### src/srig_pkg.sv
package srig_pkg;

    // Field and register widths
    localparam int OP_W   = 2;
    localparam int BYTE_W = 8;
    localparam int IDX_W  = 16;
    localparam int RAW_W  = 64;
    localparam int POP_W  = 17;
    localparam int HALF_W = RAW_W / 2;

    // Largest population the index reduction supports
    localparam int MAX_POPULATION = 65536;
    localparam int DIV_W = $clog2(MAX_POPULATION + 1);
    localparam int REM_W = $clog2(MAX_POPULATION);
    localparam int DCNT_W = $clog2(RAW_W);

    // Command codes
    localparam logic [OP_W-1:0] OP_ABSORB = 2'd0;
    localparam logic [OP_W-1:0] OP_FINISH = 2'd1;
    localparam logic [OP_W-1:0] OP_DRAW   = 2'd2;

    // Hash and mixer constants
    localparam logic [RAW_W-1:0] FNV_BASIS   = 64'hcbf29ce484222325;
    localparam logic [RAW_W-1:0] FNV_PRIME   = 64'h00000100000001b3;
    localparam logic [RAW_W-1:0] GOLDEN_STEP = 64'h9e3779b97f4a7c15;
    localparam logic [RAW_W-1:0] MIX_MUL_A   = 64'hbf58476d1ce4e5b9;
    localparam logic [RAW_W-1:0] MIX_MUL_B   = 64'h94d049bb133111eb;

    // Sequencer states
    typedef enum logic [3:0] {
        ST_IDLE,
        ST_MUL,
        ST_FNV_DONE,
        ST_MIX_ADD,
        ST_MIX_X27,
        ST_MIX_X31,
        ST_GEN_SUM,
        ST_GEN_OUT,
        ST_DIV,
        ST_DIV_DONE
    } state_t;

    // Which constant the shared multiplier applies
    typedef enum logic [1:0] {
        MUL_FNV,
        MUL_A,
        MUL_B
    } mul_sel_t;

    function automatic logic [RAW_W-1:0] mul_const(input mul_sel_t sel);
        logic [RAW_W-1:0] c;
        unique case (sel)
            MUL_FNV: c = FNV_PRIME;
            MUL_A:   c = MIX_MUL_A;
            MUL_B:   c = MIX_MUL_B;
            default: c = FNV_PRIME;
        endcase
        return c;
    endfunction

endpackage

### src/seeded_resample_index_generator.sv
// Draw: after acceptance, two generator steps, the radix-2 remainder loop (64 steps,
//   one bit each) and one output load run before the idle state and the next ready;
//   the load waits while an earlier result still waits at the output.
// Absorb: one 64-bit multiply as four 32x32 partial-product steps.
// Finish: four SplitMix64 steps, two multiplies each, on the one multiplier.
// Reset: synchronous, active low; afterwards a seeding pass from the
//   FNV offset basis runs with s_ready low. Population size resets to 1.
module seeded_resample_index_generator
    import srig_pkg::*;
(
    input  logic              aclk,
    input  logic              aresetn,
    input  logic              cfg_we,
    input  logic [POP_W-1:0]  cfg_wdata,
    input  logic              s_valid,
    output logic              s_ready,
    input  logic [OP_W-1:0]   s_op,
    input  logic [BYTE_W-1:0] s_seed_byte,
    output logic              m_valid,
    input  logic              m_ready,
    output logic [IDX_W-1:0]  m_sample_index,
    output logic [RAW_W-1:0]  m_raw_value
);

    state_t              state_reg, state_next;
    mul_sel_t            mul_sel_reg;
    logic [1:0]          mul_cnt_reg;
    logic [1:0]          idx_reg;
    logic [DCNT_W-1:0]   div_cnt_reg;
    logic [POP_W-1:0]    pop_reg;
    logic [RAW_W-1:0]    hash_reg;
    logic [RAW_W-1:0]    ctr_reg;
    logic [RAW_W-1:0]    acc_reg;
    logic [RAW_W-1:0]    mop_reg;
    logic [RAW_W-1:0]    prod_reg;
    logic [RAW_W-1:0]    dsh_reg;
    logic [REM_W-1:0]    rem_reg;
    logic [RAW_W-1:0]    w_reg [4];
    logic                m_valid_reg;
    logic [IDX_W-1:0]    m_idx_reg;
    logic [RAW_W-1:0]    m_raw_reg;

    logic                in_acc;
    logic                out_free;
    logic [RAW_W-1:0]    mul_b_full;
    logic [HALF_W-1:0]   mul_a, mul_b;
    logic [RAW_W-1:0]    mul_p;
    logic [RAW_W-1:0]    mul_addend;
    logic [RAW_W-1:0]    ctr_step;
    logic [RAW_W-1:0]    gen_raw;
    logic [RAW_W-1:0]    gen_t, gen_n0, gen_n1, gen_n2, gen_n3;
    logic [POP_W-1:0]    div_eff;
    logic [REM_W:0]      div_trial;
    logic [REM_W:0]      div_ext;

    assign in_acc   = s_valid && s_ready;
    assign out_free = !m_valid_reg || m_ready;

    // Effective divisor: zero reads as one, large values saturate
    always_comb begin
        if (pop_reg == '0) begin
            div_eff = POP_W'(1);
        end else if (32'(pop_reg) > MAX_POPULATION) begin
            div_eff = POP_W'(MAX_POPULATION);
        end else begin
            div_eff = pop_reg;
        end
    end

    // Shared 32x32 multiplier; partial products lo*lo, lo*hi, hi*lo
    always_comb begin
        mul_b_full = mul_const(mul_sel_reg);
        unique case (mul_cnt_reg)
            2'd1: begin
                mul_a = mop_reg[HALF_W-1:0];
                mul_b = mul_b_full[RAW_W-1:HALF_W];
            end
            2'd2: begin
                mul_a = mop_reg[RAW_W-1:HALF_W];
                mul_b = mul_b_full[HALF_W-1:0];
            end
            default: begin
                mul_a = mop_reg[HALF_W-1:0];
                mul_b = mul_b_full[HALF_W-1:0];
            end
        endcase
    end
    assign mul_p = RAW_W'(mul_a) * RAW_W'(mul_b);

    // Cross products only matter in their low half, shifted up
    assign mul_addend = (mul_cnt_reg == 2'd1) ? prod_reg
                                              : {prod_reg[HALF_W-1:0], {HALF_W{1'b0}}};

    assign ctr_step = ctr_reg + GOLDEN_STEP;

    // xoshiro256++ output and state update
    assign gen_raw = {acc_reg[RAW_W-24:0], acc_reg[RAW_W-1:RAW_W-23]} + w_reg[0];
    always_comb begin
        gen_t  = w_reg[1] << 17;
        gen_n2 = w_reg[2] ^ w_reg[0];
        gen_n3 = w_reg[3] ^ w_reg[1];
        gen_n1 = w_reg[1] ^ gen_n2;
        gen_n0 = w_reg[0] ^ gen_n3;
        gen_n2 = gen_n2 ^ gen_t;
        gen_n3 = {gen_n3[RAW_W-46:0], gen_n3[RAW_W-1:RAW_W-45]};
    end

    // One restoring remainder step
    assign div_trial = {rem_reg, dsh_reg[RAW_W-1]};
    assign div_ext   = (REM_W+1)'(div_eff);

    // Next state
    always_comb begin
        state_next = state_reg;
        unique case (state_reg)
            ST_IDLE: begin
                if (in_acc) begin
                    priority if (s_op == OP_ABSORB) begin
                        state_next = ST_MUL;
                    end else if (s_op == OP_FINISH) begin
                        state_next = ST_MIX_ADD;
                    end else if (s_op == OP_DRAW) begin
                        state_next = ST_GEN_SUM;
                    end else begin
                        state_next = ST_IDLE;
                    end
                end
            end
            ST_MUL: begin
                if (mul_cnt_reg == 2'd3) begin
                    unique case (mul_sel_reg)
                        MUL_FNV: state_next = ST_FNV_DONE;
                        MUL_A:   state_next = ST_MIX_X27;
                        MUL_B:   state_next = ST_MIX_X31;
                        default: state_next = ST_IDLE;
                    endcase
                end
            end
            ST_FNV_DONE: state_next = ST_IDLE;
            ST_MIX_ADD:  state_next = ST_MUL;
            ST_MIX_X27:  state_next = ST_MUL;
            ST_MIX_X31:  state_next = (idx_reg == 2'd3) ? ST_IDLE : ST_MIX_ADD;
            ST_GEN_SUM:  state_next = ST_GEN_OUT;
            ST_GEN_OUT:  state_next = ST_DIV;
            ST_DIV: begin
                if (div_cnt_reg == DCNT_W'(RAW_W - 1)) begin
                    state_next = ST_DIV_DONE;
                end
            end
            ST_DIV_DONE: begin
                if (out_free) begin
                    state_next = ST_IDLE;
                end
            end
            default: state_next = ST_IDLE;
        endcase
    end

    // Handshake outputs
    always_comb begin
        s_ready        = (state_reg == ST_IDLE);
        m_valid        = m_valid_reg;
        m_sample_index = m_idx_reg;
        m_raw_value    = m_raw_reg;
    end

    // Control registers
    always_ff @(posedge aclk) begin
        if (!aresetn) begin
            state_reg   <= ST_MIX_ADD;
            idx_reg     <= '0;
            mul_cnt_reg <= '0;
            mul_sel_reg <= MUL_A;
            div_cnt_reg <= '0;
            pop_reg     <= POP_W'(1);
            hash_reg    <= FNV_BASIS;
            ctr_reg     <= FNV_BASIS;
            m_valid_reg <= 1'b0;
        end else begin
            state_reg <= state_next;
            if (cfg_we) begin
                pop_reg <= cfg_wdata;
            end
            // result register: load on the output step, clear once taken
            if (state_reg == ST_DIV_DONE && out_free) begin
                m_valid_reg <= 1'b1;
            end else if (m_ready) begin
                m_valid_reg <= 1'b0;
            end
            unique case (state_reg)
                ST_IDLE: begin
                    if (in_acc && s_op == OP_ABSORB) begin
                        mul_sel_reg <= MUL_FNV;
                        mul_cnt_reg <= '0;
                    end
                    if (in_acc && s_op == OP_FINISH) begin
                        ctr_reg <= hash_reg;
                        idx_reg <= '0;
                    end
                end
                ST_MUL: begin
                    mul_cnt_reg <= mul_cnt_reg + 2'd1;
                end
                ST_FNV_DONE: begin
                    hash_reg <= acc_reg;
                end
                ST_MIX_ADD: begin
                    ctr_reg     <= ctr_step;
                    mul_sel_reg <= MUL_A;
                    mul_cnt_reg <= '0;
                end
                ST_MIX_X27: begin
                    mul_sel_reg <= MUL_B;
                    mul_cnt_reg <= '0;
                end
                ST_MIX_X31: begin
                    idx_reg <= idx_reg + 2'd1;
                    if (idx_reg == 2'd3) begin
                        hash_reg <= FNV_BASIS;
                    end
                end
                ST_GEN_OUT: begin
                    div_cnt_reg <= '0;
                end
                ST_DIV: begin
                    div_cnt_reg <= div_cnt_reg + DCNT_W'(1);
                end
                default: ;
            endcase
        end
    end

    // Datapath registers
    always_ff @(posedge aclk) begin
        unique case (state_reg)
            ST_IDLE: begin
                if (in_acc && s_op == OP_ABSORB) begin
                    mop_reg <= hash_reg ^ RAW_W'(s_seed_byte);
                end
            end
            ST_MUL: begin
                prod_reg <= mul_p;
                if (mul_cnt_reg == 2'd0) begin
                    acc_reg <= '0;
                end else begin
                    acc_reg <= acc_reg + mul_addend;
                end
            end
            ST_MIX_ADD: begin
                mop_reg <= ctr_step ^ (ctr_step >> 30);
            end
            ST_MIX_X27: begin
                mop_reg <= acc_reg ^ (acc_reg >> 27);
            end
            ST_MIX_X31: begin
                w_reg[idx_reg] <= acc_reg ^ (acc_reg >> 31);
            end
            ST_GEN_SUM: begin
                acc_reg <= w_reg[0] + w_reg[3];
            end
            ST_GEN_OUT: begin
                acc_reg  <= gen_raw;
                dsh_reg  <= gen_raw;
                rem_reg  <= '0;
                w_reg[0] <= gen_n0;
                w_reg[1] <= gen_n1;
                w_reg[2] <= gen_n2;
                w_reg[3] <= gen_n3;
            end
            ST_DIV: begin
                dsh_reg <= dsh_reg << 1;
                if (div_trial >= div_ext) begin
                    rem_reg <= REM_W'(div_trial - div_ext);
                end else begin
                    rem_reg <= REM_W'(div_trial);
                end
            end
            ST_DIV_DONE: begin
                if (out_free) begin
                    m_idx_reg <= IDX_W'(rem_reg);
                    m_raw_reg <= acc_reg;
                end
            end
            default: ;
        endcase
    end

    // Checks
    a_result_from_divider: assert property (@(posedge aclk) disable iff (!aresetn)
        $rose(m_valid_reg) |-> $past(state_reg) == ST_DIV_DONE)
        else $error("result raised outside the output load step");

    a_index_in_range: assert property (@(posedge aclk) disable iff (!aresetn)
        m_valid_reg |-> (POP_W'(m_idx_reg) < div_eff))
        else $error("sample index not below the population size");

    a_busy_after_draw: assert property (@(posedge aclk) disable iff (!aresetn)
        (in_acc && s_op == OP_DRAW) |=> !s_ready ##1 !s_ready)
        else $error("input taken while a draw is in progress");

endmodule
### config.mk
export PLATFORM = sky130hd
export DESIGN_NAME = seeded_resample_index_generator
export DESIGN_NICKNAME = d
export VERILOG_FILES = /design/src/srig_pkg.sv /design/src/seeded_resample_index_generator.sv
export SDC_FILE = /design/constraint.sdc
export NUM_CORES = 2
export LEC_CHECK = 0
export ABC_CLOCK_PERIOD_IN_PS = 14400
export BUFFER_PORTS_ARGS = -buffer_cell sky130_fd_sc_hd__buf_2
export CORE_MARGIN = 3
export CORE_UTILIZATION = 35
export CTS_BUF_LIST = sky130_fd_sc_hd__clkbuf_4 sky130_fd_sc_hd__clkbuf_8 sky130_fd_sc_hd__clkbuf_16
export DETAILED_ROUTE_END_ITERATION = 6
export PLACE_DENSITY = 0.58
export SLEW_MARGIN = 20
export SYNTH_ARGS = -nofsm -noshare
export SYNTH_HDL_FRONTEND = slang
export SYNTH_SLANG_ARGS = --single-unit
### constraint.sdc
create_clock -name aclk -period 14.4 [get_ports aclk]
set_input_delay 2.88 -clock aclk [delete_from_list [all_inputs] [get_ports aclk]]
set_output_delay 2.88 -clock aclk [all_outputs]
set_load 0.02 [all_outputs]
==> flow_metrics.env <==
export IMPL_status="finished, violations left"
export IMPL_violations="DRC"
export IMPL_worst_setup_path_end_kind="flop"
export IMPL_hold_viol=0
export IMPL_crit_family="adder cells"
export IMPL_wl_mm=316
export IMPL_cts_hold_buf=0
export IMPL_fillers=22100
export IMPL_vias_per_cell=5.63
export IMPL_slew_viol_final=0
export IMPL_io_pins=114
export IMPL_drive_gt1_frac=0.0682
export IMPL_tritoncts="yes"
export IMPL_largest_register_ffs=256
export IMPL_grt_overflow=0
export IMPL_first_global_vias=62300
export IMPL_design_area_um2=84300
export IMPL_seq_area_frac_synth=0.278
export IMPL_numCtsBuffers=83
export IMPL_antenna_left=0
export IMPL_synthCells=8091
export IMPL_vias=62500
export IMPL_h_tree_depth=3
export IMPL_path_class="flop to flop"
export IMPL_coreArea_um2=220000
export IMPL_yosys_register_bits=770
export IMPL_cts_sinks=770
export IMPL_post_route_period_util=0.783
export IMPL_arrival_ns=11.72
export IMPL_slew_headroom=0.222
export IMPL_gp_congestion=1.00
export IMPL_grt_setup_unrepaired="no"
export IMPL_yosys_warnings=0
export IMPL_multiInputGateArea_um2=50900
export IMPL_seq_area_um2=21500
export IMPL_tns_ns=0
export IMPL_grt_pass1_wl_mm=451
export IMPL_antenna_found_initial=15
export IMPL_synthArstFlopShare=0
export IMPL_drc=4
export IMPL_die_h_um=476
export IMPL_synth_largest_area_cell="edfxtp_1"
export IMPL_synth_top_cell_area_share=0.236
export IMPL_critical_path_buf_inv_count=3
export IMPL_place_ws_ns=3.32
export IMPL_synth_edf_count=608
export IMPL_die_w_um=476
export IMPL_critPathSlowestCell="mux2i_1"
export IMPL_fin_crit_ns=11.27
export IMPL_cts_max_path_buffers=3
export IMPL_dieArea_um2=227000
export IMPL_synthDistinctLibCells=103
export IMPL_crit_path_max_fanout=20
export IMPL_grt_max_degree=120
export IMPL_setup_slack_ns=3.13
export IMPL_crit_path_start_kind="flop"
export IMPL_hp_class="flop to flop"
export IMPL_cap_violations=0
export IMPL_synth_area_leaders="edfxtp_1 24%, fa_1 21%, ha_1 9.1%, inv_1 5.1%, xnor2_1 4.9%"
export IMPL_post_synth_cell_area_avg_um2=9.57
export IMPL_worstSkewPairLatency_ns=0.73
export IMPL_area_growth_pct=8.88
export IMPL_worst_slew_pin_slew_ns=1.17
export IMPL_cpPeakStageDelay_ns=0.92
export IMPL_syn_area_um2=77400
export IMPL_clkTransAtPathRegs_ns=0.06
export IMPL_timing_fmax_ghz=0.0887
export IMPL_worst_endpoint_required_ns=14.85
export IMPL_synth_main_ff_cell="edfxtp_1"
export IMPL_drt_first_pass_iters=7
export IMPL_start_util=0.352
export IMPL_first_iter_violations=7195
export IMPL_postCtsResizedCells=0
export IMPL_dp_hpwl_mm=251
export IMPL_rows=172
export IMPL_track_usage=0.272
export IMPL_setup_viol=0
export IMPL_crit_top_cell="fa_1"
export IMPL_placed_cell_area_um2=81600
export IMPL_final_nets=9480
export IMPL_skew_ns=0.0400
export IMPL_portBuffers=113
export IMPL_cts_root_buf="clkbuf_16"
export IMPL_wl_per_cell_um=28.5
export IMPL_post_cts_buffers=0
cells by family (layout without fill, tap and decap cells):
logic type               count (synthesis)  after routing  share of synthesized area
other                                    1             14                  0.0000484
multiplexers                            99             99                     0.0136
AO/OA/AOI/OAI                         1716           1716                      0.140
adder cells (fa/ha/maj)               1375           1375                      0.301
flip-flops                             770            770                      0.278
buffers and inverters                 1401           1445                     0.0685
AND/OR/NAND/NOR                       1989           1989                      0.116
XOR/XNOR                               740            740                     0.0839
synth_stat cells (119+ instances only):
master       n
fa_1       809
inv_1     1045
ha_1       566
nor2_1     621
o21ai_0    546
edfxtp_1   608
clkbuf_1   311
nor2b_1    119
xnor2_1    433
nand2_1    724
a21oi_1    385
a21o_1     142
xor2_1     305
dfxtp_1    162
final cells by class:
| class | instances | area share |
|---|---|---|
| Antenna cell | 10 | 0.000297 |
| Clock buffer | 102 | 0.0270 |
| Clock inverter | 48 | 0.00454 |
| Inverter | 1053 | 0.0469 |
| Multi-Input combinational cell | 5923 | 0.604 |
| Sequential cell | 770 | 0.255 |
| Tap cell | 2958 | 0.0439 |
| Timing Repair Buffer | 242 | 0.0188 |
metal layers:
layer,vias up,part of all wire,global-route usage
met5,-,0.00014,0
met4,6,0.056,0.128
met3,640,0.092,0.0626
met2,3000,0.44,0.413
met1,31600,0.42,0.366
li1,27300,-,-
layout by cell type (no fill, tap or decap), drive strengths merged, types with 115 or more instances in the layout:
cell type  count
inv         1050
fa           809
nand2        725
nor2         622
edfxtp       608
o21ai        579
ha           566
xnor2        434
a21oi        389
xor2         306
buf          242
dfxtp        162
a21o         142
nor2b        119
a22oi        115
stage by stage:
step / hold WS (ns) / std cells / utilization
4_1_cts: 0.467 / 11100 / 0.383
5_1_grt: 0.483 / 11100 / 0.383
6_report: 0.470 / 11100 / 0.383
3_3_place_gp: 0.456 / 10900 / 0.371
3_5_place_dp: 0.453 / 10900 / 0.371
2_1_floorplan: 0.431 / 8094 / -
path summary, 6_finish.rpt:
| path | depth (start not counted) | slack (ns) | from | to |
|---|---|---|---|---|
| worst max register to register | 29 | 3.13 | mul_cnt_reg[0]$_SDFFE_PN0P_ | prod_reg[62]$_DFFE_PP_ |
| worst min-delay path | 0 | 0.47 | rem_reg[15]$_SDFFCE_PN0P_ | m_sample_index[15]$_DFFE_PP_ |
| worst min register to register | 0 | 0.47 | rem_reg[15]$_SDFFCE_PN0P_ | m_sample_index[15]$_DFFE_PP_ |
| worst max-delay path | 29 | 3.13 | mul_cnt_reg[0]$_SDFFE_PN0P_ | prod_reg[62]$_DFFE_PP_ |
Power is not shown: default switching activity piles up to over one toggle a cycle in this logic, so the estimate is an artifact.
